### src/hw/rtl/assert_macros.svh
// Assertion helpers shared by the RTL.
`ifndef ASSERT_MACROS_SVH
`define ASSERT_MACROS_SVH

`ifndef SYNTHESIS
`define SME_ASSERT(lbl, clk, rst, prop) \
  lbl: assert property (@(posedge clk) disable iff (rst) prop) \
    else $error("assertion failed");
`define SME_NEVER(lbl, clk, rst, expr) \
  lbl: assert property (@(posedge clk) disable iff (rst) !(expr)) \
    else $error("forbidden condition seen");
`else
`define SME_ASSERT(lbl, clk, rst, prop)
`define SME_NEVER(lbl, clk, rst, expr)
`endif

`endif

### src/hw/rtl/sme_pkg.sv
`default_nettype none
package sme_pkg;

  localparam int MAX_SAMPLES = 1024;
  localparam int ADDR_W      = $clog2(MAX_SAMPLES);
  localparam int CNT_W       = ADDR_W + 1;
  localparam int RAM_DEPTH   = 2 * MAX_SAMPLES;
  localparam int RAM_AW      = ADDR_W + 1;

  localparam int SAMPLE_W = 16;
  localparam int FRAC_W   = 16;
  localparam int SUM_W    = SAMPLE_W + ADDR_W;

  // result field widths
  localparam int COUNT_W = 11;
  localparam int MEAN_W  = 32;
  localparam int VAR_W   = 47;
  localparam int DEV_W   = 32;
  localparam int SKEW_W  = 23;
  localparam int KURT_W  = 28;
  localparam int STAT_W  = 2;

  localparam int OUT_W       = COUNT_W + MEAN_W + VAR_W + DEV_W + SKEW_W + KURT_W;
  localparam int OUT_TDATA_W = ((OUT_W + 7) / 8) * 8;
  localparam int PAD_W       = OUT_TDATA_W - OUT_W;

  // datapath widths
  localparam int D_W      = MEAN_W + 2;
  localparam int MAG_W    = 32;
  localparam int SQ_W     = 2 * MAG_W - FRAC_W;
  localparam int SQSUM_W  = SQ_W + ADDR_W;
  localparam int Z_W      = 25;
  localparam int S_W      = 33;
  localparam int C_W      = 41;
  localparam int F_W      = 49;
  localparam int CUBE_W   = C_W + ADDR_W + 1;
  localparam int QUAD_W   = F_W + ADDR_W;
  localparam int MUL_W    = 33;
  localparam int PROD_W   = 2 * MUL_W;

  localparam int DIV_NW    = 64;
  localparam int DIV_DW    = 32;
  localparam int DIV_CNT_W = $clog2(DIV_NW + 1);

  localparam int SQRT_STEPS = DIV_NW / 2;
  localparam int SQRT_CW    = $clog2(SQRT_STEPS);

  localparam int Q_DEPTH = 2;
  localparam int Q_AW    = $clog2(Q_DEPTH);
  localparam int Q_FW    = $clog2(Q_DEPTH + 1);

  localparam int Z_CAP       = 16777216;
  localparam int SKEW_MAX    = 2097152;
  localparam int KURT_OFFSET = 3 * (1 << FRAC_W);
  localparam int KURT_MAX    = 67108864;

  localparam logic [STAT_W-1:0] STAT_OK       = 2'd0;
  localparam logic [STAT_W-1:0] STAT_ZERO_DEV = 2'd1;
  localparam logic [STAT_W-1:0] STAT_DROPPED  = 2'd2;

  typedef struct packed {
    logic [CNT_W-1:0]        count;
    logic signed [SUM_W-1:0] sum;
    logic                    dropped;
    logic                    bank;
  } job_t;

  typedef struct packed {
    logic              start;
    logic [DIV_NW-1:0] dividend;
    logic [DIV_DW-1:0] divisor;
  } div_req_t;

  typedef struct packed {
    logic              done;
    logic [DIV_NW-1:0] quotient;
  } div_rsp_t;

  typedef struct packed {
    logic valid;
    logic bank;
  } bank_rel_t;

  // count sits in the low bits
  typedef struct packed {
    logic [KURT_W-1:0]  kurtosis;
    logic [SKEW_W-1:0]  skewness;
    logic [DEV_W-1:0]   deviation;
    logic [VAR_W-1:0]   variance;
    logic [MEAN_W-1:0]  mean;
    logic [COUNT_W-1:0] count;
  } result_t;

endpackage
`default_nettype wire

### src/hw/rtl/sme_fifo.sv
`default_nettype none
`include "assert_macros.svh"
module sme_fifo (
  input  wire logic           clk,
  input  wire logic           rst,
  input  wire logic           push,
  input  wire sme_pkg::job_t  wr_job,
  output logic                full,
  input  wire logic           pop,
  output logic                valid,
  output sme_pkg::job_t       rd_job
);

  sme_pkg::job_t                mem [sme_pkg::Q_DEPTH];
  logic [sme_pkg::Q_AW-1:0]     wr_ptr;
  logic [sme_pkg::Q_AW-1:0]     rd_ptr;
  logic [sme_pkg::Q_FW-1:0]     fill;

  assign full   = fill == sme_pkg::Q_FW'(sme_pkg::Q_DEPTH);
  assign valid  = fill != '0;
  assign rd_job = mem[rd_ptr];

  always_ff @(posedge clk) begin
    if (rst) begin
      wr_ptr <= '0;
      rd_ptr <= '0;
      fill   <= '0;
    end else begin
      if (push) begin
        wr_ptr <= wr_ptr + 1'b1;
      end
      if (pop) begin
        rd_ptr <= rd_ptr + 1'b1;
      end
      if (push && !pop) begin
        fill <= fill + 1'b1;
      end else if (pop && !push) begin
        fill <= fill - 1'b1;
      end
    end
  end

  always_ff @(posedge clk) begin
    if (push) begin
      mem[wr_ptr] <= wr_job;
    end
  end

  `SME_NEVER(a_q_no_overrun, clk, rst, push && full)
  `SME_NEVER(a_q_no_underrun, clk, rst, pop && !valid)

endmodule
`default_nettype wire

### config.mk
export PLATFORM = sky130hd
export DESIGN_NAME = sme_fifo
export DESIGN_NICKNAME = d
export VERILOG_FILES = /design/src/hw/rtl/sme_pkg.sv /design/src/hw/rtl/sme_fifo.sv
export VERILOG_INCLUDE_DIRS = /design/src /design/src/hw/rtl
export SDC_FILE = /design/constraint.sdc
export NUM_CORES = 1
export LEC_CHECK = 0
export BUFFER_PORTS_ARGS = -buffer_cell sky130_fd_sc_hd__clkbuf_2
export CORE_MARGIN = 2
export CORE_UTILIZATION = 50
export CTS_CLUSTER_SIZE = 40
export DETAILED_ROUTE_END_ITERATION = 8
export PLACE_DENSITY = 0.85
export RECOVER_POWER = 100
export SLEW_MARGIN = 0
export SYNTH_ARGS = -nofsm -noshare
export SYNTH_HDL_FRONTEND = slang
export SYNTH_SLANG_ARGS = --single-unit
### constraint.sdc
create_clock -name clk -period 5.96 [get_ports clk]
set_input_delay 0.298 -clock clk [delete_from_list [all_inputs] [get_ports clk]]
set_output_delay 0.298 -clock clk [all_outputs]
set_load 0.05 [all_outputs]
==> impl_metrics.tcl <==
set metrics [dict create \
    drc_errors 0 \
    antenna_found_initial 0 \
    synth_most_common_cell "edfxtp_1" \
    ys_ff_latch 83 \
    finalInstanceArea_mm2 0.00364 \
    place_ws_ns 4.03 \
    dpl.hpwl_um 3050 \
    synth_top_flop_cell "edfxtp_1" \
    crit_chain "nor2b_1" \
    synth.avg_cell_area_um2 21.1 \
    fp.dieH_um 81.7 \
    clock_skew_ns 0.00873 \
    num_vias 1536 \
    htreeDepth 3 \
    ys_seq_area_share_pct 80.9 \
    path_clk_slew_ns 0.08 \
    n_antenna_cell 0 \
    grt_overflow 0 \
    grtUsageTotal_pct 14.8 \
    crit_path_start_kind "flop" \
    cp-startpoint "wr_ptr" \
    areaGrowthSynthToFinish_pct 20.4 \
    wl_met1_um 2140 \
    synth.largest_area_cell "edfxtp_1" \
    cts_sinks 83 \
    fmax_ghz 0.306 \
    portBuffers 83 \
    async_flop_share_pct 0 \
    cts_hold_buf 0 \
    hp-class "in -> reg" \
    cp_top_family "simple AND/OR/NAND/NOR gates" \
    ant_nets 0 \
    cts_tree "built" \
    initial_core_util_pct 51.3 \
    crit_required_ns 5.84 \
    rsz0062_at_grt "false" \
    insertion_delay_ns 0.34 \
    p_total_mw 1.34 \
    path_buf_inv 0 \
    maxCapViolCount 3 \
    yosysWarningCount 0 \
    finalCritPeriodShare_pct 54.9 \
    crit_slowest_cell "nor2b_1" \
    hp-start "wr_job[23]" \
    cts.root.buffer_cell "clkbuf_8" \
    final_net_count 277 \
    finalSetupViolations 0 \
    clock_path_buffers 2 \
    holdWs_ns 0.136 \
    yosys-top-cells-area "edfxtp_1 78%, mux2_2 15%, dfxtp_1 3.3%" \
    tns_ns 0 \
    first_global_vias 1471 \
    min_period_ns 3.27 \
    cts_inserted_buffers 9 \
    gp_congestion 0.665 \
    grt_max_degree 40 \
    end_kind "flop" \
    synth-edff-count 78 \
    die_area_mm2 0.00668 \
    finalHoldViolCount 0 \
    vias_per_cell 4.91 \
    drive_above_1_share_pct 30.3 \
    synthTopCellsByCount "78 x edfxtp_1, 39 x mux2_2, 5 x dfxtp_1" \
    outcome "finished, violations left" \
    cts_setup_buffers 0 \
    slew_violations 120 \
    syn_nets 187 \
    top_layer "met4" \
    io_pins 84 \
    violations "capacitance limit, slew limit" \
    power.density_mw_per_mm2 370 \
    die_w_um 81.7 \
    syn_inst 143 \
    routed_wl_um 4850 \
    drt-pass1-iter-count 4 \
    rows 28 \
    setup_slack_ns 2.69 \
    yosysTopAreaCellShare_pct 77.5 \
    tightest_slew_ns 3.35 \
    wl_met2_um 2290 \
    rr_startpoint "wr_ptr" \
    critPathKind "reg -> reg" \
    max_slew_margin_pct -124 \
    place_area_mm2 0.00351 \
    wl_met3_um 342 \
    core_mm2 0.00589 \
    ir_worst_vdd_v 0.000198 \
    post_drt_wl_per_cell_um 15.5 \
    arrival_ns 3.15 \
    synth_area_mm2 0.00302 \
    leakagePower_nw 1.23 \
    grt_pass1_wl_um 6940 \
    drt_iter0_markers 119 \
    cp_max_fo 39 \
    ctsResizeCount 0 \
    critical_path.max_stage_delay_ns 2.47 \
    synth.distinct_cells 18 \
]
## cell families (layout without fill, tap and decap cells)
family	after synthesis	after routing	synth area share (%)
AO/OA/AOI/OAI	2	2	0.331
XOR/XNOR	4	4	1.16
adder cells (fa/ha/maj)	1	1	0.414
buffers and inverters	5	100	1.08
flip-flops	83	83	80.9
multiplexers	39	39	14.5
AND/OR/NAND/NOR	9	9	1.62
## final cells by class
cell class                 count  area, um^2
clock buffer                  10         128
clock inverter                 6        90.1
fill                         458        2250
inverter                       1        3.75
multi-input combinational     55         546
sequential                    83        2440
tap                           75        93.8
timing repair buffer          83         333
## where the power goes
group / leakage, nW / total [mW] / internal (mW) / switching, mW
Clock: 0.106 / 0.429 / 0.237 / 0.192
Sequential: 0.774 / 0.700 / 0.681 / 0.0191
Combinational: 0.349 / 0.216 / 0.0558 / 0.160
Total: 1.23 / 1.34 / 0.973 / 0.371
## path summary, 6_finish.rpt
kind	cells after the start	slack, ns	to
max reg2reg	1	2.69	mem[0][18]
min	1	0.14	mem[1][23]
max	1	2.69	mem[0][18]
min reg2reg	2	0.50	fill[1]
## metrics by stage
step	cells	utilization, %
finish	313	61.8
global route	313	61.8
CTS	313	63.4
detailed placement	297	59.7
global placement	297	59.7
floorplan	143	-
## sequential cells by signal, indices dropped and copies added (netlist names), named ones only
| name | count |
|---|---|
| fill | 2 |
| mem | 78 |
| rd_ptr | 1 |
| wr_ptr | 1 |
## per-layer routing
| layer | global-route usage [%] | up-vias |
|---|---|---|
| li1 | - | 733 |
| met5 | 0 | - |
| met3 | 4.95 | 7 |
| met4 | 9.00 | 0 |
| met1 | 17.7 | 732 |
| met2 | 23.3 | 64 |
## placed cells by master (no fill, tap or decap), types with 2 or more instances in the layout
| master | synthesis | layout |
|---|---|---|
| clkbuf_2 | 0 | 17 |
| clkbuf_1 | 0 | 67 |
| xnor2_1 | 2 | 2 |
| xor2_1 | 2 | 2 |
| mux2_2 | 39 | 38 |
| bufinv_16 | 0 | 2 |
| edfxtp_1 | 78 | 78 |
| clkinv_4 | 0 | 2 |
| clkbuf_8 | 0 | 9 |
| dfxtp_1 | 5 | 5 |
| nor2_1 | 4 | 4 |
Note: power is estimated with default switching activity, not from simulation.
