File: src/hw/rtl/assert_macros.svh
// Assertion helpers shared by the RTL.
`ifndef ASSERT_MACROS_SVH
`define ASSERT_MACROS_SVH

`ifndef SYNTHESIS
`define SME_ASSERT(lbl, clk, rst, prop) \
  lbl: assert property (@(posedge clk) disable iff (rst) prop) \
    else $error("assertion failed");
`define SME_NEVER(lbl, clk, rst, expr) \
  lbl: assert property (@(posedge clk) disable iff (rst) !(expr)) \
    else $error("forbidden condition seen");
`else
`define SME_ASSERT(lbl, clk, rst, prop)
`define SME_NEVER(lbl, clk, rst, expr)
`endif

`endif

File: src/hw/rtl/sme_pkg.sv
`default_nettype none
package sme_pkg;

  localparam int MAX_SAMPLES = 1024;
  localparam int ADDR_W      = $clog2(MAX_SAMPLES);
  localparam int CNT_W       = ADDR_W + 1;
  localparam int RAM_DEPTH   = 2 * MAX_SAMPLES;
  localparam int RAM_AW      = ADDR_W + 1;

  localparam int SAMPLE_W = 16;
  localparam int FRAC_W   = 16;
  localparam int SUM_W    = SAMPLE_W + ADDR_W;

  // result field widths
  localparam int COUNT_W = 11;
  localparam int MEAN_W  = 32;
  localparam int VAR_W   = 47;
  localparam int DEV_W   = 32;
  localparam int SKEW_W  = 23;
  localparam int KURT_W  = 28;
  localparam int STAT_W  = 2;

  localparam int OUT_W       = COUNT_W + MEAN_W + VAR_W + DEV_W + SKEW_W + KURT_W;
  localparam int OUT_TDATA_W = ((OUT_W + 7) / 8) * 8;
  localparam int PAD_W       = OUT_TDATA_W - OUT_W;

  // datapath widths
  localparam int D_W      = MEAN_W + 2;
  localparam int MAG_W    = 32;
  localparam int SQ_W     = 2 * MAG_W - FRAC_W;
  localparam int SQSUM_W  = SQ_W + ADDR_W;
  localparam int Z_W      = 25;
  localparam int S_W      = 33;
  localparam int C_W      = 41;
  localparam int F_W      = 49;
  localparam int CUBE_W   = C_W + ADDR_W + 1;
  localparam int QUAD_W   = F_W + ADDR_W;
  localparam int MUL_W    = 33;
  localparam int PROD_W   = 2 * MUL_W;

  localparam int DIV_NW    = 64;
  localparam int DIV_DW    = 32;
  localparam int DIV_CNT_W = $clog2(DIV_NW + 1);

  localparam int SQRT_STEPS = DIV_NW / 2;
  localparam int SQRT_CW    = $clog2(SQRT_STEPS);

  localparam int Q_DEPTH = 2;
  localparam int Q_AW    = $clog2(Q_DEPTH);
  localparam int Q_FW    = $clog2(Q_DEPTH + 1);

  localparam int Z_CAP       = 16777216;
  localparam int SKEW_MAX    = 2097152;
  localparam int KURT_OFFSET = 3 * (1 << FRAC_W);
  localparam int KURT_MAX    = 67108864;

  localparam logic [STAT_W-1:0] STAT_OK       = 2'd0;
  localparam logic [STAT_W-1:0] STAT_ZERO_DEV = 2'd1;
  localparam logic [STAT_W-1:0] STAT_DROPPED  = 2'd2;

  typedef struct packed {
    logic [CNT_W-1:0]        count;
    logic signed [SUM_W-1:0] sum;
    logic                    dropped;
    logic                    bank;
  } job_t;

  typedef struct packed {
    logic              start;
    logic [DIV_NW-1:0] dividend;
    logic [DIV_DW-1:0] divisor;
  } div_req_t;

  typedef struct packed {
    logic              done;
    logic [DIV_NW-1:0] quotient;
  } div_rsp_t;

  typedef struct packed {
    logic valid;
    logic bank;
  } bank_rel_t;

  // count sits in the low bits
  typedef struct packed {
    logic [KURT_W-1:0]  kurtosis;
    logic [SKEW_W-1:0]  skewness;
    logic [DEV_W-1:0]   deviation;
    logic [VAR_W-1:0]   variance;
    logic [MEAN_W-1:0]  mean;
    logic [COUNT_W-1:0] count;
  } result_t;

endpackage
`default_nettype wire

File: src/hw/rtl/sme_front.sv
`default_nettype none
module sme_front (
  input  wire logic                            clk,
  input  wire logic                            rst,
  input  wire logic                            s_valid,
  output logic                                 s_ready,
  input  wire logic signed [sme_pkg::SAMPLE_W-1:0] s_sample,
  input  wire logic                            s_last,
  output logic                                 ram_we,
  output logic [sme_pkg::RAM_AW-1:0]           ram_waddr,
  output logic [sme_pkg::SAMPLE_W-1:0]         ram_wdata,
  output logic                                 push,
  output sme_pkg::job_t                        job,
  input  wire logic                            q_full,
  input  wire sme_pkg::bank_rel_t              rel
);

  logic [sme_pkg::CNT_W-1:0]        count;
  logic signed [sme_pkg::SUM_W-1:0] sum;
  logic                             dropped;
  logic                             wbank;
  logic [1:0]                       busy;
  logic [1:0]                       busy_next;
  logic                             accept;
  logic                             buf_full;
  logic                             store;

  assign s_ready  = !busy[wbank] && !q_full;
  assign accept   = s_valid && s_ready;
  assign buf_full = count == sme_pkg::CNT_W'(sme_pkg::MAX_SAMPLES);
  assign store    = accept && !buf_full;
  assign push     = accept && s_last;

  assign ram_we    = store;
  assign ram_waddr = {wbank, count[sme_pkg::ADDR_W-1:0]};
  assign ram_wdata = s_sample;

  always_comb begin
    job.count   = count + sme_pkg::CNT_W'(store);
    job.sum     = store ? sum + sme_pkg::SUM_W'(s_sample) : sum;
    job.dropped = dropped || (accept && buf_full);
    job.bank    = wbank;
    busy_next   = busy;
    if (rel.valid) begin
      busy_next[rel.bank] = 1'b0;
    end
    if (push) begin
      busy_next[wbank] = 1'b1;
    end
  end

  always_ff @(posedge clk) begin
    if (rst) begin
      count   <= '0;
      sum     <= '0;
      dropped <= 1'b0;
      wbank   <= 1'b0;
      busy    <= '0;
    end else begin
      busy <= busy_next;
      if (push) begin
        count   <= '0;
        sum     <= '0;
        dropped <= 1'b0;
        wbank   <= ~wbank;
      end else if (accept) begin
        count   <= job.count;
        sum     <= job.sum;
        dropped <= job.dropped;
      end
    end
  end

endmodule
`default_nettype wire

File: config.mk
export PLATFORM = sky130hd
export DESIGN_NAME = sme_front
export DESIGN_NICKNAME = d
export VERILOG_FILES = /design/src/hw/rtl/assert_macros.svh /design/src/hw/rtl/sme_pkg.sv /design/src/hw/rtl/sme_front.sv
export SDC_FILE = /design/constraint.sdc
export NUM_CORES = 1
export LEC_CHECK = 0
export ABC_AREA = 1
export BUFFER_PORTS_ARGS = -buffer_cell sky130_fd_sc_hd__buf_2
export CORE_MARGIN = 8
export CORE_UTILIZATION = 50
export CTS_CLUSTER_SIZE = 20
export DETAILED_ROUTE_END_ITERATION = 8
export PLACE_DENSITY = 0.77
export SLEW_MARGIN = 40
export SYNTH_ARGS = -nofsm -noshare
export SYNTH_HDL_FRONTEND = slang
export SYNTH_SLANG_ARGS = --single-unit
export TNS_END_PERCENT = 10
File: constraint.sdc
create_clock -name clk -period 2.6 [get_ports clk]
set_input_delay 0.52 -clock clk [delete_from_list [all_inputs] [get_ports clk]]
set_output_delay 0.52 -clock clk [all_outputs]
set_load 0.05 [all_outputs]
==> run metrics, run 1 <==
outcome finished, violations left; failing checks setup timing; Core Region 7610 sq um; GRT Residual Overflow 0; Worst-Skew Late Latency approximately 0.31 ns; worst-path fanout max 4; Starting Density 0.508; share of layout cells above drive strength 1 0.309; Layout Area Growth over Synthesis 36.8%; critical path capture point type output port; post-synthesis net count roughly 700; # setup viols final 33; die area 10800 sq um; final setup TNS -4.75 ns; Req. time, crit path 2.08 ns; Cell Chain, Critical Path nand2_2 -> o21ai_2 -> nor2_4 -> nand2_4 -> a31oi_4 -> ha_4 -> ha_4 -> nand3_4 -> nor3_4 -> nand2_2 -> nor3_2 -> xor2_1 -> inv_2 -> buf_8; dpl ws -0.324 ns; period utilization 1.15; critical path type register to output port; Residual DRC 0; I/O Pins 92; routability cong. around 0.92; die width 104 um; Layout Nets 843; Longest Clk Path Bufs 2; Mean Syn Cell Area 5.87 sq um; vias per cell slightly below 5; initial antenna violation count 0; Syn Std Cell Area 3860 sq um; Yosys cell types 30; max cap viols 0; CP max-delay cell dfxtp_4; CP peak stage delay about 0.37 ns; FF+latch count, synth 41; clock sink count ~40; Design Area, Final between 5000 and 6000 sq um; WL/cell 12.7 um; Final Hold Viols 0; n_diodes 0; gr usage total 0.202; Final Max Tran Viols 0; Cell Rows 32; final setup skew between 0.008 and 0.009 ns; drt initial violations 190; RSZ-0062 raised after global routing yes; Die Span Y 104 um; Max IR drop VDD 271 uV; slew margin rel. 0.720; vias in the first global route 4374; sequential fraction of the synthesis area 0.212; CP Launch Type register; Syn. warnings 0; first-pass GRT wire length 18800 um; FMAX 333 MHz; cell area power density 439 nW/um^2; Final WS setup -0.403 ns; H-tree lvl count 2; DRT antenna net count 0; cells after synthesis 658; Routed WL 11400 um; Pleak 3.02 nW; port bufs 91; Hold WC Path Type input pin to register; DP HPWL 8590 um; CTS tree done; Worst-Margin Slew about 0.42 ns; Placed Cells 876; CP arrival 2.48 ns; via count 4380; fillers 662; Final min period 3.00 ns; Clk pin slew, worst setup/hold paths 0.09 ns; root buffer cell clkbuf_8; DRT Pass-1 Iters 4; non-filler cells in the finished layout 895; DP Area roughly 4800 sq um; Num CTS Buffers 5; Hold Buf Count CTS 0; largest net degree at the start of global routing 46
[synth_stat cells (all sizes together)]
| master | count | area, sq um |
|---|---|---|
| fa | 1 | 20.0 |
| nor2 | 68 | 268 |
| a31oi | 1 | 21.3 |
| a211oi | 2 | 15.0 |
| nor3 | 6 | 35.0 |
| nand3b | 2 | 15.0 |
| nand2 | 212 | 803 |
| xnor2 | 6 | 52.6 |
| o21ai | 20 | 100 |
| and2 | 2 | 12.5 |
| o21a | 1 | 7.51 |
| or2 | 18 | 113 |
| nand3 | 33 | 165 |
| a21oi | 28 | 140 |
| ha | 27 | 338 |
| nand4 | 9 | 56.3 |
| clkbuf | 1 | 3.75 |
| inv | 128 | 480 |
| a21o | 1 | 7.51 |
| buf | 36 | 258 |
| dfxtp | 41 | 821 |
| xor2 | 15 | 131 |
[worst paths after layout]
kind | slack (ns) | cells past startpoint | endpoint | start
worst min-delay path | 0.42 | 2 | wbank | rst
worst max register to register | 0.01 | 18 | count[10] | wbank
worst max-delay path | -0.40 | 14 | job[38] | wbank
worst min register to register | 0.46 | 2 | dropped | dropped
[repair_timing]
item / in CTS / in global routing
buffers inserted: 7 / 4
pin swaps: 14 / 11
endpoints found under the setup margin: 33 / 36
resized for setup: 62 / 34
[layer usage]
metal	GRT usage	part of all wire	vias to the layer above
met5	0	0	-
met4	0.0807	0.037	0
met3	0.0428	0.053	38
met2	0.375	0.50	139
met1	0.217	0.41	1967
li1	-	-	2236
[cell families (layout without fill, tap and decap cells)]
kind of cell,Yosys count,in the layout,synth area share
AOI/OAI and AO/OA,53,53,0.0755
xor gates and xnor gates,21,21,0.0476
adders and majority gates,28,28,0.0926
buffers and inverters,165,300,0.192
DFF,41,41,0.212
and+or+nand+nor,350,350,0.380
[per-stage QoR]
step / hold WS [ns] / utilization / total power, W
final: 0.418 / 0.695 / 0.00232
after global routing: 0.417 / 0.695 / 0.00245
after CTS: 0.421 / 0.676 / 0.00229
after detailed placement: 0.449 / 0.627 / 0.00178
after global placement: 0.449 / 0.627 / 0.00176
after floorplan: 0.436 / - / 0.00150
[sequential cells by signal (all words and copies together), names as in the netlist]
register,flops
count,11
wbank,1
dropped,1
sum,26
busy,2
[critical path: cells and delay by family, from the launching register on]
family | cells | cell delay, ns
AO/OA/AOI/OAI | 2 | 0.24
AND/OR/NAND/NOR | 7 | 0.68
adder cells (fa/ha/maj) | 2 | 0.33
flip-flops | 1 | 0.37
buffers and inverters | 2 | 0.25
XOR/XNOR | 1 | 0.29
[cell usage in the layout (no fill, tap or decap), types with 11 or more instances in the layout]
cell and instances:
buf_4 88, nand2_2 18, nand2_1 193, buf_6 12, nor2_1 53, buf_2 63, nor2_2 11, inv_1 125
o21ai_0 12, or2_1 11, a21oi_1 26, nand3_1 28, dfxtp_1 38, ha_1 19
[power breakdown]
group          leakage [nW]  switching, W  internal, W
Combinational          2.65      0.000759     0.000422
Clock                0.0374      0.000258     0.000190
Sequential            0.337     0.0000272     0.000667
[final cells by class]
| cell class | instances | area [sq um] | area share |
|---|---|---|---|
| clock buffers | 6 | 72.6 | 0.0137 |
| clock inverters | 2 | 15.0 | 0.00284 |
| inverters | 128 | 480 | 0.0909 |
| multi-input cells | 452 | 2640 | 0.499 |
| flip-flops and latches | 41 | 827 | 0.156 |
| well taps | 102 | 128 | 0.0241 |
| repair buffers | 164 | 1130 | 0.213 |
(Power assumes the default switching activity.)
==> run 2, diff against run 1 <==
--- a/config.mk
+++ b/config.mk
@@ -6,7 +6,7 @@
 export NUM_CORES = 1
 export LEC_CHECK = 0
 export ABC_AREA = 1
-export BUFFER_PORTS_ARGS = -buffer_cell sky130_fd_sc_hd__buf_2
+export BUFFER_PORTS_ARGS = -buffer_cell sky130_fd_sc_hd__buf_4
 export CORE_MARGIN = 8
 export CORE_UTILIZATION = 50
 export CTS_CLUSTER_SIZE = 20
==> run metrics, run 2 (synthesized netlist as in run 1, its figures left out) <==
Longest Clk Path Bufs 2; R2R Setup Slk 0.40 ns; die width 104 um; gr usage total 0.212; vias in the first global route between 4k and 5k; Starting Density 0.508; n_diodes 0; RSZ-0062 raised after global routing yes; final setup skew around 0.010 ns; FMAX 343 MHz; largest net degree at the start of global routing 46; non-filler cells in the finished layout 893; Req. time, crit path around 2.1 ns; CP arrival 2.40 ns; final setup TNS -4.30 ns; GRT Residual Overflow 0; slew margin rel. 0.723; DRT Pass-1 Iters 5; # setup viols final 34; critical path capture point type output port; port bufs 91; max cap viols 0; WL/cell 13.5 um; initial antenna violation count 0; fillers 597; vias per cell between 4 and 5; Worst-Margin Slew around 0.42 ns; Largest Register sum; first-pass GRT wire length 19600 um; H-tree lvl count 2; Design Area, Final 5600 sq um; Residual DRC 0; CP Launch Type register; CP max-delay cell dfxtp_2; DP Area 5020 sq um; CP peak stage delay approximately 0.35 ns; die area 10800 sq um; Layout Nets 841; DRT antenna net count 0; Worst-Skew Late Latency a little over 0.3 ns; Final Max Tran Viols 0; Num CTS Buffers 5; final core utilization 0.736; clock sink count 41; root buffer cell clkbuf_8; Max IR drop VDD roughly 370 uV; DP HPWL 8680 um; worst-path fanout max 3; Die Span Y around 100 um; most frequent standard cell in the layout excluding fill and tap cells nand2_1; period utilization 1.12; routability cong. around 0.93; Layout Area Growth over Synthesis 44.9%; final hold slack 0.389 ns; Final Hold Viols 0; critical path type register to output port; Placed Cells 877; drt initial violations 298; CTS tree done; Cell Chain, Critical Path nand2_2 -> o21ai_2 -> nor2_4 -> nand2_4 -> a31oi_4 -> ha_4 -> ha_4 -> nand3_4 -> nor3_4 -> nand2_2 -> buf_6 -> nor2_4 -> xor2_4 -> buf_6; Routed WL 12100 um; Cell Rows 32; largest registers sum (26), count (11), busy (2); most frequent cells in the layout nand2_1 (193), buf_4 (146), inv_1 (123), nor2_1 (52), dfxtp_1 (36); Core Region ~7600 sq um; via count 4448; failing checks setup timing; Hold WC Path Type input pin to register; Pleak just over 3 nW; outcome finished, violations left; I/O Pins 92; cell area power density 467 nW/um^2; max FFs per register 26; Final WS setup -0.318 ns; share of layout cells above drive strength 1 0.324; Clk pin slew, worst setup/hold paths 0.10 ns; Final min period 2.92 ns
-- run 2: cell count changes in the layout (fill, tap and decap cells not counted), sizes merged --
cell / before / now
inv: 128 / 129
clkbuf: 6 / 5
buf: 164 / 162
clkinvlp: 2 / 0
bufinv: 0 / 2
-- run 2: worst max-delay path: cells and delay by family, from the launching register on --
family,cells,cell delay [ns]
AO/OA/AOI/OAI,2,0.24
buffers and inverters,2,0.30
XOR/XNOR,1,0.17
flip-flops,1,0.35
adder cells (fa/ha/maj),2,0.33
AND/OR/NAND/NOR,7,0.71
-- run 2: stage by stage --
stage	worst slack [ns]	total power, W
after floorplan	-0.492	0.00150
after global placement	-0.267	0.00183
after detailed placement	-0.318	0.00185
after CTS	-0.328	0.00256
after global routing	-0.437	0.00274
final	-0.318	0.00262
-- run 2: worst paths after layout --
path	startpoint	to	cells after the start
setup / recovery	wbank	job[36]	14
hold / removal	rst	busy[1]	2
setup reg to reg	wbank	count[8]	16
hold reg to reg	dropped	dropped	2
-- run 2: per-layer routing --
layer / wire (um) / global-route usage
met1: 4790 / 0.238
met5: 0 / 0
met2: 6200 / 0.385
met4: 344 / 0.0724
met3: 759 / 0.0465
-- run 2: what timing repair did --
item                                    in CTS  in global routing
gates cloned                                 0                  0
gates resized for setup                     49                 34
pin swaps                                   20                 13
setup buffers                                6                  2
hold buffers                                 0                  0
endpoints found under the hold margin        0                  0
endpoints found under the setup margin      33                 34
-- run 2: area by class of cell --
class                           instances  area (sq um)  area share
Clock buffer                            5          68.8      0.0123
Multi-Input combinational cell        452          2730       0.487
Sequential cell                        41           827       0.148
Clock inverter                          3          68.8      0.0123
Inverter                              128           480      0.0858
Tap cell                              102           128      0.0228
Timing Repair Buffer                  162          1300       0.232
-- run 2: power breakdown --
part | switching (W) | internal (W) | leakage [nW]
Combinational | 0.000779 | 0.000481 | 2.67
Sequential | 0.0000312 | 0.000668 | 0.337
Clock | 0.000269 | 0.000387 | 0.0687
Total | 0.00108 | 0.00154 | 3.08
