`src/hw/rtl/assert_macros.svh`:
```
// Assertion helpers shared by the RTL.
`ifndef ASSERT_MACROS_SVH
`define ASSERT_MACROS_SVH

`ifndef SYNTHESIS
`define SME_ASSERT(lbl, clk, rst, prop) \
  lbl: assert property (@(posedge clk) disable iff (rst) prop) \
    else $error("assertion failed");
`define SME_NEVER(lbl, clk, rst, expr) \
  lbl: assert property (@(posedge clk) disable iff (rst) !(expr)) \
    else $error("forbidden condition seen");
`else
`define SME_ASSERT(lbl, clk, rst, prop)
`define SME_NEVER(lbl, clk, rst, expr)
`endif

`endif

```
`src/hw/rtl/sme_pkg.sv`:
```
`default_nettype none
package sme_pkg;

  localparam int MAX_SAMPLES = 1024;
  localparam int ADDR_W      = $clog2(MAX_SAMPLES);
  localparam int CNT_W       = ADDR_W + 1;
  localparam int RAM_DEPTH   = 2 * MAX_SAMPLES;
  localparam int RAM_AW      = ADDR_W + 1;

  localparam int SAMPLE_W = 16;
  localparam int FRAC_W   = 16;
  localparam int SUM_W    = SAMPLE_W + ADDR_W;

  // result field widths
  localparam int COUNT_W = 11;
  localparam int MEAN_W  = 32;
  localparam int VAR_W   = 47;
  localparam int DEV_W   = 32;
  localparam int SKEW_W  = 23;
  localparam int KURT_W  = 28;
  localparam int STAT_W  = 2;

  localparam int OUT_W       = COUNT_W + MEAN_W + VAR_W + DEV_W + SKEW_W + KURT_W;
  localparam int OUT_TDATA_W = ((OUT_W + 7) / 8) * 8;
  localparam int PAD_W       = OUT_TDATA_W - OUT_W;

  // datapath widths
  localparam int D_W      = MEAN_W + 2;
  localparam int MAG_W    = 32;
  localparam int SQ_W     = 2 * MAG_W - FRAC_W;
  localparam int SQSUM_W  = SQ_W + ADDR_W;
  localparam int Z_W      = 25;
  localparam int S_W      = 33;
  localparam int C_W      = 41;
  localparam int F_W      = 49;
  localparam int CUBE_W   = C_W + ADDR_W + 1;
  localparam int QUAD_W   = F_W + ADDR_W;
  localparam int MUL_W    = 33;
  localparam int PROD_W   = 2 * MUL_W;

  localparam int DIV_NW    = 64;
  localparam int DIV_DW    = 32;
  localparam int DIV_CNT_W = $clog2(DIV_NW + 1);

  localparam int SQRT_STEPS = DIV_NW / 2;
  localparam int SQRT_CW    = $clog2(SQRT_STEPS);

  localparam int Q_DEPTH = 2;
  localparam int Q_AW    = $clog2(Q_DEPTH);
  localparam int Q_FW    = $clog2(Q_DEPTH + 1);

  localparam int Z_CAP       = 16777216;
  localparam int SKEW_MAX    = 2097152;
  localparam int KURT_OFFSET = 3 * (1 << FRAC_W);
  localparam int KURT_MAX    = 67108864;

  localparam logic [STAT_W-1:0] STAT_OK       = 2'd0;
  localparam logic [STAT_W-1:0] STAT_ZERO_DEV = 2'd1;
  localparam logic [STAT_W-1:0] STAT_DROPPED  = 2'd2;

  typedef struct packed {
    logic [CNT_W-1:0]        count;
    logic signed [SUM_W-1:0] sum;
    logic                    dropped;
    logic                    bank;
  } job_t;

  typedef struct packed {
    logic              start;
    logic [DIV_NW-1:0] dividend;
    logic [DIV_DW-1:0] divisor;
  } div_req_t;

  typedef struct packed {
    logic              done;
    logic [DIV_NW-1:0] quotient;
  } div_rsp_t;

  typedef struct packed {
    logic valid;
    logic bank;
  } bank_rel_t;

  // count sits in the low bits
  typedef struct packed {
    logic [KURT_W-1:0]  kurtosis;
    logic [SKEW_W-1:0]  skewness;
    logic [DEV_W-1:0]   deviation;
    logic [VAR_W-1:0]   variance;
    logic [MEAN_W-1:0]  mean;
    logic [COUNT_W-1:0] count;
  } result_t;

endpackage
`default_nettype wire

```
`src/hw/rtl/sme_back.sv`:
```
`default_nettype none
`include "assert_macros.svh"
module sme_back (
  input  wire logic                        clk,
  input  wire logic                        rst,
  input  wire logic                        job_valid,
  input  wire sme_pkg::job_t               job,
  output logic                             job_pop,
  output logic [sme_pkg::RAM_AW-1:0]       ram_raddr,
  input  wire logic [sme_pkg::SAMPLE_W-1:0] ram_rdata,
  output sme_pkg::div_req_t                div_req,
  input  wire sme_pkg::div_rsp_t           div_rsp,
  output sme_pkg::bank_rel_t               rel,
  output logic                             m_valid,
  input  wire logic                        m_ready,
  output sme_pkg::result_t                 res,
  output logic [sme_pkg::STAT_W-1:0]       status
);

  typedef enum logic [17:0] {
    ST_IDLE    = 18'h00001,
    ST_MEAN    = 18'h00002,
    ST_P1_ADDR = 18'h00004,
    ST_P1_DIFF = 18'h00008,
    ST_P1_SQ   = 18'h00010,
    ST_P1_ACC  = 18'h00020,
    ST_VAR     = 18'h00040,
    ST_SQRT    = 18'h00080,
    ST_P2_ADDR = 18'h00100,
    ST_P2_DIFF = 18'h00200,
    ST_P2_DIV  = 18'h00400,
    ST_P2_ZZ   = 18'h00800,
    ST_P2_SZ   = 18'h01000,
    ST_P2_SS   = 18'h02000,
    ST_P2_ACC  = 18'h04000,
    ST_SKEW    = 18'h08000,
    ST_KURT    = 18'h10000,
    ST_OUT     = 18'h20000
  } state_t;

  localparam logic [sme_pkg::DIV_NW-1:0] SQRT_TOP = sme_pkg::DIV_NW'(1) << (sme_pkg::DIV_NW - 2);

  state_t state;

  logic [sme_pkg::CNT_W-1:0]          n;
  logic [sme_pkg::CNT_W-1:0]          n_m1;
  logic                               dropped;
  logic                               bank;
  logic                               sum_neg;
  logic [sme_pkg::ADDR_W-1:0]         idx;
  logic                               last_w;
  logic signed [sme_pkg::MEAN_W-1:0]  mean;
  logic                               d_neg;
  logic [sme_pkg::MAG_W-1:0]          mag;
  logic [sme_pkg::SQSUM_W-1:0]        sq_sum;
  logic [sme_pkg::SQSUM_W-1:0]        sq_next;
  logic [sme_pkg::VAR_W-1:0]          var_q;
  logic [sme_pkg::DIV_NW-1:0]         sv;
  logic [sme_pkg::DIV_NW-1:0]         sr;
  logic [sme_pkg::DIV_NW-1:0]         sbit;
  logic [sme_pkg::DIV_NW-1:0]         st;
  logic                               sge;
  logic [sme_pkg::DIV_NW-1:0]         sv_next;
  logic [sme_pkg::DIV_NW-1:0]         sr_next;
  logic [sme_pkg::SQRT_CW-1:0]        step;
  logic [sme_pkg::DEV_W-1:0]          dev;
  logic [sme_pkg::Z_W-1:0]            z;
  logic [sme_pkg::S_W-1:0]            s;
  logic [sme_pkg::S_W-1:0]            s_w;
  logic [sme_pkg::C_W-1:0]            c;
  logic signed [sme_pkg::CUBE_W-1:0]  cube_sum;
  logic signed [sme_pkg::CUBE_W-1:0]  c_ext;
  logic signed [sme_pkg::CUBE_W-1:0]  cube_next;
  logic [sme_pkg::CUBE_W-1:0]         cube_abs;
  logic [sme_pkg::QUAD_W-1:0]         quad_sum;
  logic [sme_pkg::QUAD_W-1:0]         quad_next;
  logic [sme_pkg::PROD_W-1:0]         prod;
  logic [sme_pkg::MUL_W-1:0]          mul_a;
  logic [sme_pkg::MUL_W-1:0]          mul_b;
  logic signed [sme_pkg::D_W-1:0]     xs_w;
  logic signed [sme_pkg::D_W-1:0]     diff_w;
  logic [sme_pkg::D_W-1:0]            absd_w;
  logic [sme_pkg::SUM_W-1:0]          abs_sum;
  logic [sme_pkg::DIV_NW-1:0]         q;
  logic [sme_pkg::SKEW_W-1:0]         skew_mag;
  logic signed [sme_pkg::SKEW_W-1:0]  skew;
  logic signed [sme_pkg::KURT_W-1:0]  kurt;
  logic                               div_start;
  logic [sme_pkg::DIV_NW-1:0]         div_dividend;
  logic [sme_pkg::DIV_DW-1:0]         div_divisor;
  logic                               rel_valid;
  logic                               rel_bank;

  assign q       = div_rsp.quotient;
  assign job_pop = (state == ST_IDLE) && job_valid;
  assign n_m1    = n - sme_pkg::CNT_W'(1);
  assign last_w  = idx == n_m1[sme_pkg::ADDR_W-1:0];
  assign ram_raddr = {bank, idx};

  assign div_req.start    = div_start;
  assign div_req.dividend = div_dividend;
  assign div_req.divisor  = div_divisor;
  assign rel.valid        = rel_valid;
  assign rel.bank         = rel_bank;

  always_comb begin
    abs_sum = job.sum[sme_pkg::SUM_W-1] ? sme_pkg::SUM_W'(-job.sum) : sme_pkg::SUM_W'(job.sum);
    // deviation of one sample from the mean, 16 fraction bits
    xs_w   = sme_pkg::D_W'($signed({ram_rdata, {sme_pkg::FRAC_W{1'b0}}}));
    diff_w = xs_w - sme_pkg::D_W'(mean);
    absd_w = diff_w[sme_pkg::D_W-1] ? sme_pkg::D_W'(-diff_w) : sme_pkg::D_W'(diff_w);
    sq_next = sq_sum + sme_pkg::SQSUM_W'(prod[sme_pkg::FRAC_W +: sme_pkg::SQ_W]);
    // digit-by-digit square root step
    st      = sr + sbit;
    sge     = sv >= st;
    sv_next = sge ? sv - st : sv;
    sr_next = sge ? (sr >> 1) + sbit : sr >> 1;
    s_w       = prod[sme_pkg::FRAC_W +: sme_pkg::S_W];
    c_ext     = sme_pkg::CUBE_W'(c);
    cube_next = d_neg ? cube_sum - c_ext : cube_sum + c_ext;
    cube_abs  = cube_next[sme_pkg::CUBE_W-1] ? sme_pkg::CUBE_W'(-cube_next)
                                             : sme_pkg::CUBE_W'(cube_next);
    quad_next = quad_sum + sme_pkg::QUAD_W'(prod[sme_pkg::FRAC_W +: sme_pkg::F_W]);
    skew_mag  = (q > sme_pkg::DIV_NW'(sme_pkg::SKEW_MAX)) ? sme_pkg::SKEW_W'(sme_pkg::SKEW_MAX)
                                                          : q[sme_pkg::SKEW_W-1:0];
  end

  // one shared multiplier, product registered
  always_comb begin
    mul_a = sme_pkg::MUL_W'(mag);
    mul_b = sme_pkg::MUL_W'(mag);
    case (state)
      ST_P2_ZZ: begin
        mul_a = sme_pkg::MUL_W'(z);
        mul_b = sme_pkg::MUL_W'(z);
      end
      ST_P2_SZ: begin
        mul_a = sme_pkg::MUL_W'(s_w);
        mul_b = sme_pkg::MUL_W'(z);
      end
      ST_P2_SS: begin
        mul_a = sme_pkg::MUL_W'(s);
        mul_b = sme_pkg::MUL_W'(s);
      end
      default: begin
      end
    endcase
  end

  always_ff @(posedge clk) begin
    if (rst) begin
      state     <= ST_IDLE;
      m_valid   <= 1'b0;
      div_start <= 1'b0;
      rel_valid <= 1'b0;
    end else begin
      div_start <= 1'b0;
      rel_valid <= 1'b0;
      if (m_valid && m_ready) begin
        m_valid <= 1'b0;
      end
      prod <= sme_pkg::PROD_W'(mul_a) * sme_pkg::PROD_W'(mul_b);
      case (state)
        ST_IDLE: begin
          if (job_valid) begin
            n            <= job.count;
            dropped      <= job.dropped;
            bank         <= job.bank;
            sum_neg      <= job.sum[sme_pkg::SUM_W-1];
            div_start    <= 1'b1;
            div_dividend <= sme_pkg::DIV_NW'({abs_sum, {sme_pkg::FRAC_W{1'b0}}});
            div_divisor  <= sme_pkg::DIV_DW'(job.count);
            state        <= ST_MEAN;
          end
        end
        ST_MEAN: begin
          if (div_rsp.done) begin
            mean   <= sum_neg ? -sme_pkg::MEAN_W'(q) : sme_pkg::MEAN_W'(q);
            idx    <= '0;
            sq_sum <= '0;
            state  <= ST_P1_ADDR;
          end
        end
        ST_P1_ADDR: state <= ST_P1_DIFF;
        ST_P1_DIFF: begin
          mag   <= absd_w[sme_pkg::MAG_W-1:0];
          d_neg <= diff_w[sme_pkg::D_W-1];
          state <= ST_P1_SQ;
        end
        ST_P1_SQ: state <= ST_P1_ACC;
        ST_P1_ACC: begin
          sq_sum <= sq_next;
          if (last_w) begin
            div_start    <= 1'b1;
            div_dividend <= sme_pkg::DIV_NW'(sq_next);
            div_divisor  <= sme_pkg::DIV_DW'(n);
            state        <= ST_VAR;
          end else begin
            idx   <= idx + 1'b1;
            state <= ST_P1_ADDR;
          end
        end
        ST_VAR: begin
          if (div_rsp.done) begin
            var_q <= q[sme_pkg::VAR_W-1:0];
            sv    <= sme_pkg::DIV_NW'({q[sme_pkg::VAR_W-1:0], {sme_pkg::FRAC_W{1'b0}}});
            sr    <= '0;
            sbit  <= SQRT_TOP;
            step  <= '0;
            state <= ST_SQRT;
          end
        end
        ST_SQRT: begin
          sv   <= sv_next;
          sr   <= sr_next;
          sbit <= sbit >> 2;
          step <= step + 1'b1;
          if (step == sme_pkg::SQRT_CW'(sme_pkg::SQRT_STEPS - 1)) begin
            dev <= sr_next[sme_pkg::DEV_W-1:0];
            if (sr_next[sme_pkg::DEV_W-1:0] == '0) begin
              skew  <= '0;
              kurt  <= '0;
              state <= ST_OUT;
            end else begin
              idx      <= '0;
              cube_sum <= '0;
              quad_sum <= '0;
              state    <= ST_P2_ADDR;
            end
          end
        end
        ST_P2_ADDR: state <= ST_P2_DIFF;
        ST_P2_DIFF: begin
          mag          <= absd_w[sme_pkg::MAG_W-1:0];
          d_neg        <= diff_w[sme_pkg::D_W-1];
          div_start    <= 1'b1;
          div_dividend <= sme_pkg::DIV_NW'({absd_w[sme_pkg::MAG_W-1:0],
                                            {sme_pkg::FRAC_W{1'b0}}});
          div_divisor  <= dev;
          state        <= ST_P2_DIV;
        end
        ST_P2_DIV: begin
          if (div_rsp.done) begin
            z <= (q > sme_pkg::DIV_NW'(sme_pkg::Z_CAP)) ? sme_pkg::Z_W'(sme_pkg::Z_CAP)
                                                        : q[sme_pkg::Z_W-1:0];
            state <= ST_P2_ZZ;
          end
        end
        ST_P2_ZZ: state <= ST_P2_SZ;
        ST_P2_SZ: begin
          s     <= s_w;
          state <= ST_P2_SS;
        end
        ST_P2_SS: begin
          c     <= prod[sme_pkg::FRAC_W +: sme_pkg::C_W];
          state <= ST_P2_ACC;
        end
        ST_P2_ACC: begin
          cube_sum <= cube_next;
          quad_sum <= quad_next;
          if (last_w) begin
            div_start    <= 1'b1;
            div_dividend <= sme_pkg::DIV_NW'(cube_abs);
            div_divisor  <= sme_pkg::DIV_DW'(n);
            state        <= ST_SKEW;
          end else begin
            idx   <= idx + 1'b1;
            state <= ST_P2_ADDR;
          end
        end
        ST_SKEW: begin
          if (div_rsp.done) begin
            skew <= cube_sum[sme_pkg::CUBE_W-1] ? -skew_mag : skew_mag;
            div_start    <= 1'b1;
            div_dividend <= sme_pkg::DIV_NW'(quad_sum);
            div_divisor  <= sme_pkg::DIV_DW'(n);
            state        <= ST_KURT;
          end
        end
        ST_KURT: begin
          if (div_rsp.done) begin
            if (q > sme_pkg::DIV_NW'(sme_pkg::KURT_MAX + sme_pkg::KURT_OFFSET)) begin
              kurt <= sme_pkg::KURT_W'(sme_pkg::KURT_MAX);
            end else begin
              kurt <= sme_pkg::KURT_W'(q - sme_pkg::DIV_NW'(sme_pkg::KURT_OFFSET));
            end
            state <= ST_OUT;
          end
        end
        ST_OUT: begin
          if (!m_valid || m_ready) begin
            res.count     <= sme_pkg::COUNT_W'(n);
            res.mean      <= mean;
            res.variance  <= var_q;
            res.deviation <= dev;
            res.skewness  <= skew;
            res.kurtosis  <= kurt;
            if (dropped) begin
              status <= sme_pkg::STAT_DROPPED;
            end else if (dev == '0) begin
              status <= sme_pkg::STAT_ZERO_DEV;
            end else begin
              status <= sme_pkg::STAT_OK;
            end
            m_valid   <= 1'b1;
            rel_valid <= 1'b1;
            rel_bank  <= bank;
            state     <= ST_IDLE;
          end
        end
        default: state <= ST_IDLE;
      endcase
    end
  end

  `SME_ASSERT(a_div_done_waited, clk, rst, div_rsp.done |-> (state == ST_MEAN || state == ST_VAR || state == ST_P2_DIV || state == ST_SKEW || state == ST_KURT))
  `SME_ASSERT(a_skew_bounded, clk, rst, m_valid |-> ($signed(res.skewness) <= sme_pkg::SKEW_MAX && $signed(res.skewness) >= -sme_pkg::SKEW_MAX))
  `SME_ASSERT(a_zero_dev_clean, clk, rst, (m_valid && res.deviation == '0) |-> (res.skewness == '0 && res.kurtosis == '0 && status != sme_pkg::STAT_OK))

endmodule
`default_nettype wire

```
`config.mk`:
```
export PLATFORM = sky130hd
export DESIGN_NAME = sme_back
export DESIGN_NICKNAME = d
export VERILOG_FILES = /design/src/hw/rtl/sme_pkg.sv /design/src/hw/rtl/sme_back.sv
export VERILOG_INCLUDE_DIRS = /design/src /design/src/hw/rtl
export SDC_FILE = /design/constraint.sdc
export NUM_CORES = 2
export LEC_CHECK = 0
export BUFFER_PORTS_ARGS = -buffer_cell sky130_fd_sc_hd__buf_4
export CORE_AREA = 10 10 391 393
export DETAILED_ROUTE_END_ITERATION = 10
export DIE_AREA = 0 0 401 403
export GPL_TIMING_DRIVEN = 0
export PLACE_DENSITY = 0.94
export SETUP_SLACK_MARGIN = 0.05
export SLEW_MARGIN = 20
export SYNTH_ARGS = -nofsm -noshare
export SYNTH_HDL_FRONTEND = slang
export SYNTH_SLANG_ARGS = --single-unit
```
`constraint.sdc`:
```
create_clock -name clk -period 16.85 [get_ports clk]
set_input_delay 0 -clock clk [delete_from_list [all_inputs] [get_ports clk]]
set_output_delay 0 -clock clk [all_outputs]
set_load 0.01 [all_outputs]
```
==> results_dict.tcl <==
set metrics [dict create \
    run_status "finished, violations left" \
    violations "DRC" \
    end_kind "register" \
    slew_headroom 0.0333 \
    grtUsageTotal 0.459 \
    portBuffers 403 \
    synth_cells 9559 \
    timing.final.crit_share 0.884 \
    grt-ovfl-total 0 \
    grt_pass1_vias 82000 \
    rsz0062_at_grt "no" \
    vdd_drop_max_mv 0.147 \
    pin_count 411 \
    drv_slew 0 \
    multi_input_area_sq_um 57100 \
    cts_max_path_buffers 3 \
    crit_path_start_kind "register" \
    root_buffer "clkbuf_16" \
    syn_avg_cell_area_sq_um 9.66 \
    die_h_microns 403 \
    cts_resized 0 \
    rows 140 \
    route.detailed.drc 8 \
    yosysWarnings 0 \
    syn2layout_area_growth_pct 12.7 \
    cts.clk_slew.worst_paths_ns 0.08 \
    cts_num_sinks 989 \
    globalRouteMet1Util 0.554 \
    worstMarginPinSlew_ns 1.41 \
    p_leak_uw 0.0450 \
    place_area_sq_um 99200 \
    worstPathMaxFanout 10 \
    clk_latency_ns 0.81 \
    final_common_cell "inv_1" \
    fillers 10100 \
    cts-htree-levels 3 \
    min_path_cells 2 \
    fp.dieArea_sq_um 162000 \
    post_cts_buffers 0 \
    min_period_ns 14.89 \
    postCtsHoldBufs 124 \
    synth-edff-count 968 \
    cts_tree "done" \
    slowest_delay_ns 1.21 \
    ys_seq_area_frac 0.319 \
    vias 82400 \
    hold_violations 0 \
    crit_type "reg -> reg" \
    grt_use_met2 0.683 \
    worstPathRequired_ns 17.27 \
    hpwl_mm 290 \
    nNetsFinal 11900 \
    setup_viol 0 \
    drt_iter0_drc 12800 \
    maxCapViolations 0 \
    die_x_microns 401 \
    fin_skew_ns 0.127 \
    start_util 0.637 \
    place_congestion 1.12 \
    hold_path_class "in -> reg" \
    slowest_stage "a21oi_1" \
    grt_max_degree 59 \
    finalSetupTns_ns 0 \
    power_density_nw_per_um2 55.6 \
    gr-usage-met3 0.172 \
    syn_area_sq_um 92400 \
    final_antenna_net_count 0 \
    antenna_found_initial 41 \
    routed_wirelength_mm 380 \
    wl_per_cell_microns 31.0 \
    viasPerCell 6.71 \
    ff_latch_area_sq_um 29500 \
    grt_busiest_layer "met2" \
    max_freq_mhz 67.1 \
    design_area_sq_um 104000 \
    grt_pass1_wl_mm 546 \
    crit_arrival_ns 15.31 \
    cts_buffers 106 \
    reg2reg_depth 39 \
    ys_ff_latch 989 \
    async_reset_ff_frac 0 \
    coreArea_sq_um 145000 \
    drt_first_pass_iters 11 \
    crit_path_frequent_cell "fa_1" \
    final_cell_mix "inv_1 (1,180), nor2_1 (1,126), nand2_1 (1,022), edfxtp_1 (968), fa_1 (960)" \
    synth_flop_cell "edfxtp_1" \
    drive_above_1_share 0.0781 \
    synth_cell_type_count 109 \
]
==> cells in the mapped netlist, types with 17 or more instances <==
master,instances,share of area
inv_1,1180,0.048
nor2_1,1136,0.046
nand2_1,1022,0.042
edfxtp_1,968,0.31
fa_1,960,0.21
ha_1,561,0.076
a21oi_1,483,0.026
clkbuf_1,368,0.015
o21ai_0,366,0.020
xnor2_1,360,0.034
xor2_1,225,0.021
a21o_1,214,0.017
and2_1,174,0.012
nor3_1,115,0.0062
a31oi_1,104,0.0070
nand3_1,102,0.0055
nor2b_1,85,0.0058
and3_1,80,0.0054
nand4_1,79,0.0054
nand2b_1,73,0.0049
o21bai_1,61,0.0050
o21a_1,55,0.0045
nor4_1,54,0.0037
or3_1,48,0.0033
a22oi_1,46,0.0037
a211oi_1,39,0.0032
o31ai_1,39,0.0032
or2_2,37,0.0025
a211o_1,26,0.0025
buf_1,26,0.0011
a221oi_1,25,0.0024
or4_1,25,0.0020
a221o_1,24,0.0026
o211ai_1,22,0.0018
dfxtp_1,21,0.0046
nand3b_1,21,0.0017
a22o_1,17,0.0016
a31o_2,17,0.0016
==> through the flow <==
stage / utilization / setup slack [ns] / instances / hold slack (ns) / power [uW]
2_1_floorplan: - / 4.14 / 9563 / 0.0989 / 3080
3_3_place_gp: 0.674 / -2.23 / 11900 / 0.179 / 3280
3_5_place_dp: 0.684 / 2.84 / 11900 / 0.180 / 3310
4_1_cts: 0.717 / 2.74 / 12300 / 0.00303 / 5690
5_1_grt: 0.717 / 2.09 / 12300 / 0.0200 / 5860
6_report: 0.718 / 1.96 / 12300 / 0.0153 / 5780
==> final timing paths <==
path,from,end,slack [ns]
setup / recovery,state[3],prod[53],1.96
hold / removal,div_rsp[28],var_q[28],0.02
setup reg to reg,state[3],prod[53],1.96
hold reg to reg,skew[12],res[134],0.36
==> state kept, by name, summed over array words and instances, names as in the netlist, 28 cells and up <==
register      cells
mag              32
cube_sum         52
s                33
div_divisor      32
res             173
prod             49
sr               64
sv               64
c                41
div_dividend     59
kurt             28
quad_sum         59
sq_sum           58
var_q            47
dev              32
sbit             32
mean             32
==> final cells by class <==
class	instances	area share
antenna	14	0.000337
buffer	416	0.0158
clock buffer	132	0.0267
clock inverter	63	0.00710
inverter	1186	0.0428
multi-input combinational	6972	0.549
sequential	989	0.283
tap	1917	0.0230
timing repair buffer	585	0.0521
==> power by group <==
group	internal [uW]	switching [uW]
logic	211	330
registers	2720	52.2
clock network	1320	1140
==> per-layer routing <==
| metal | vias to the layer above | share of wire |
|---|---|---|
| li1 | 33600 | - |
| met1 | 39500 | 0.33 |
| met2 | 7306 | 0.42 |
| met3 | 1890 | 0.16 |
| met4 | 54 | 0.088 |
| met5 | - | 0.0010 |
==> logic make-up (layout without fill, tap and decap cells) <==
logic type	count (synthesis)	count (layout)	share of synthesized area
other	1	19	0.0000406
AOI/OAI and AO/OA	1711	1711	0.119
buffers and inverters	1602	2382	0.0658
xor gates and xnor gates	585	585	0.0555
muxes	19	19	0.00210
adders and majority gates	1521	1521	0.284
DFF	989	989	0.319
and+or+nand+nor	3131	3131	0.154
==> critical path, delay by kind of cell, from the launching register on <==
family	cells	cell delay, ns
AO/OA/AOI/OAI	12	4.18
XOR/XNOR	1	0.44
flip-flops	1	0.39
adder cells (fa/ha/maj)	9	4.60
buffers and inverters	11	2.82
AND/OR/NAND/NOR	6	2.06
Note: power is estimated with default switching activity, not from simulation.
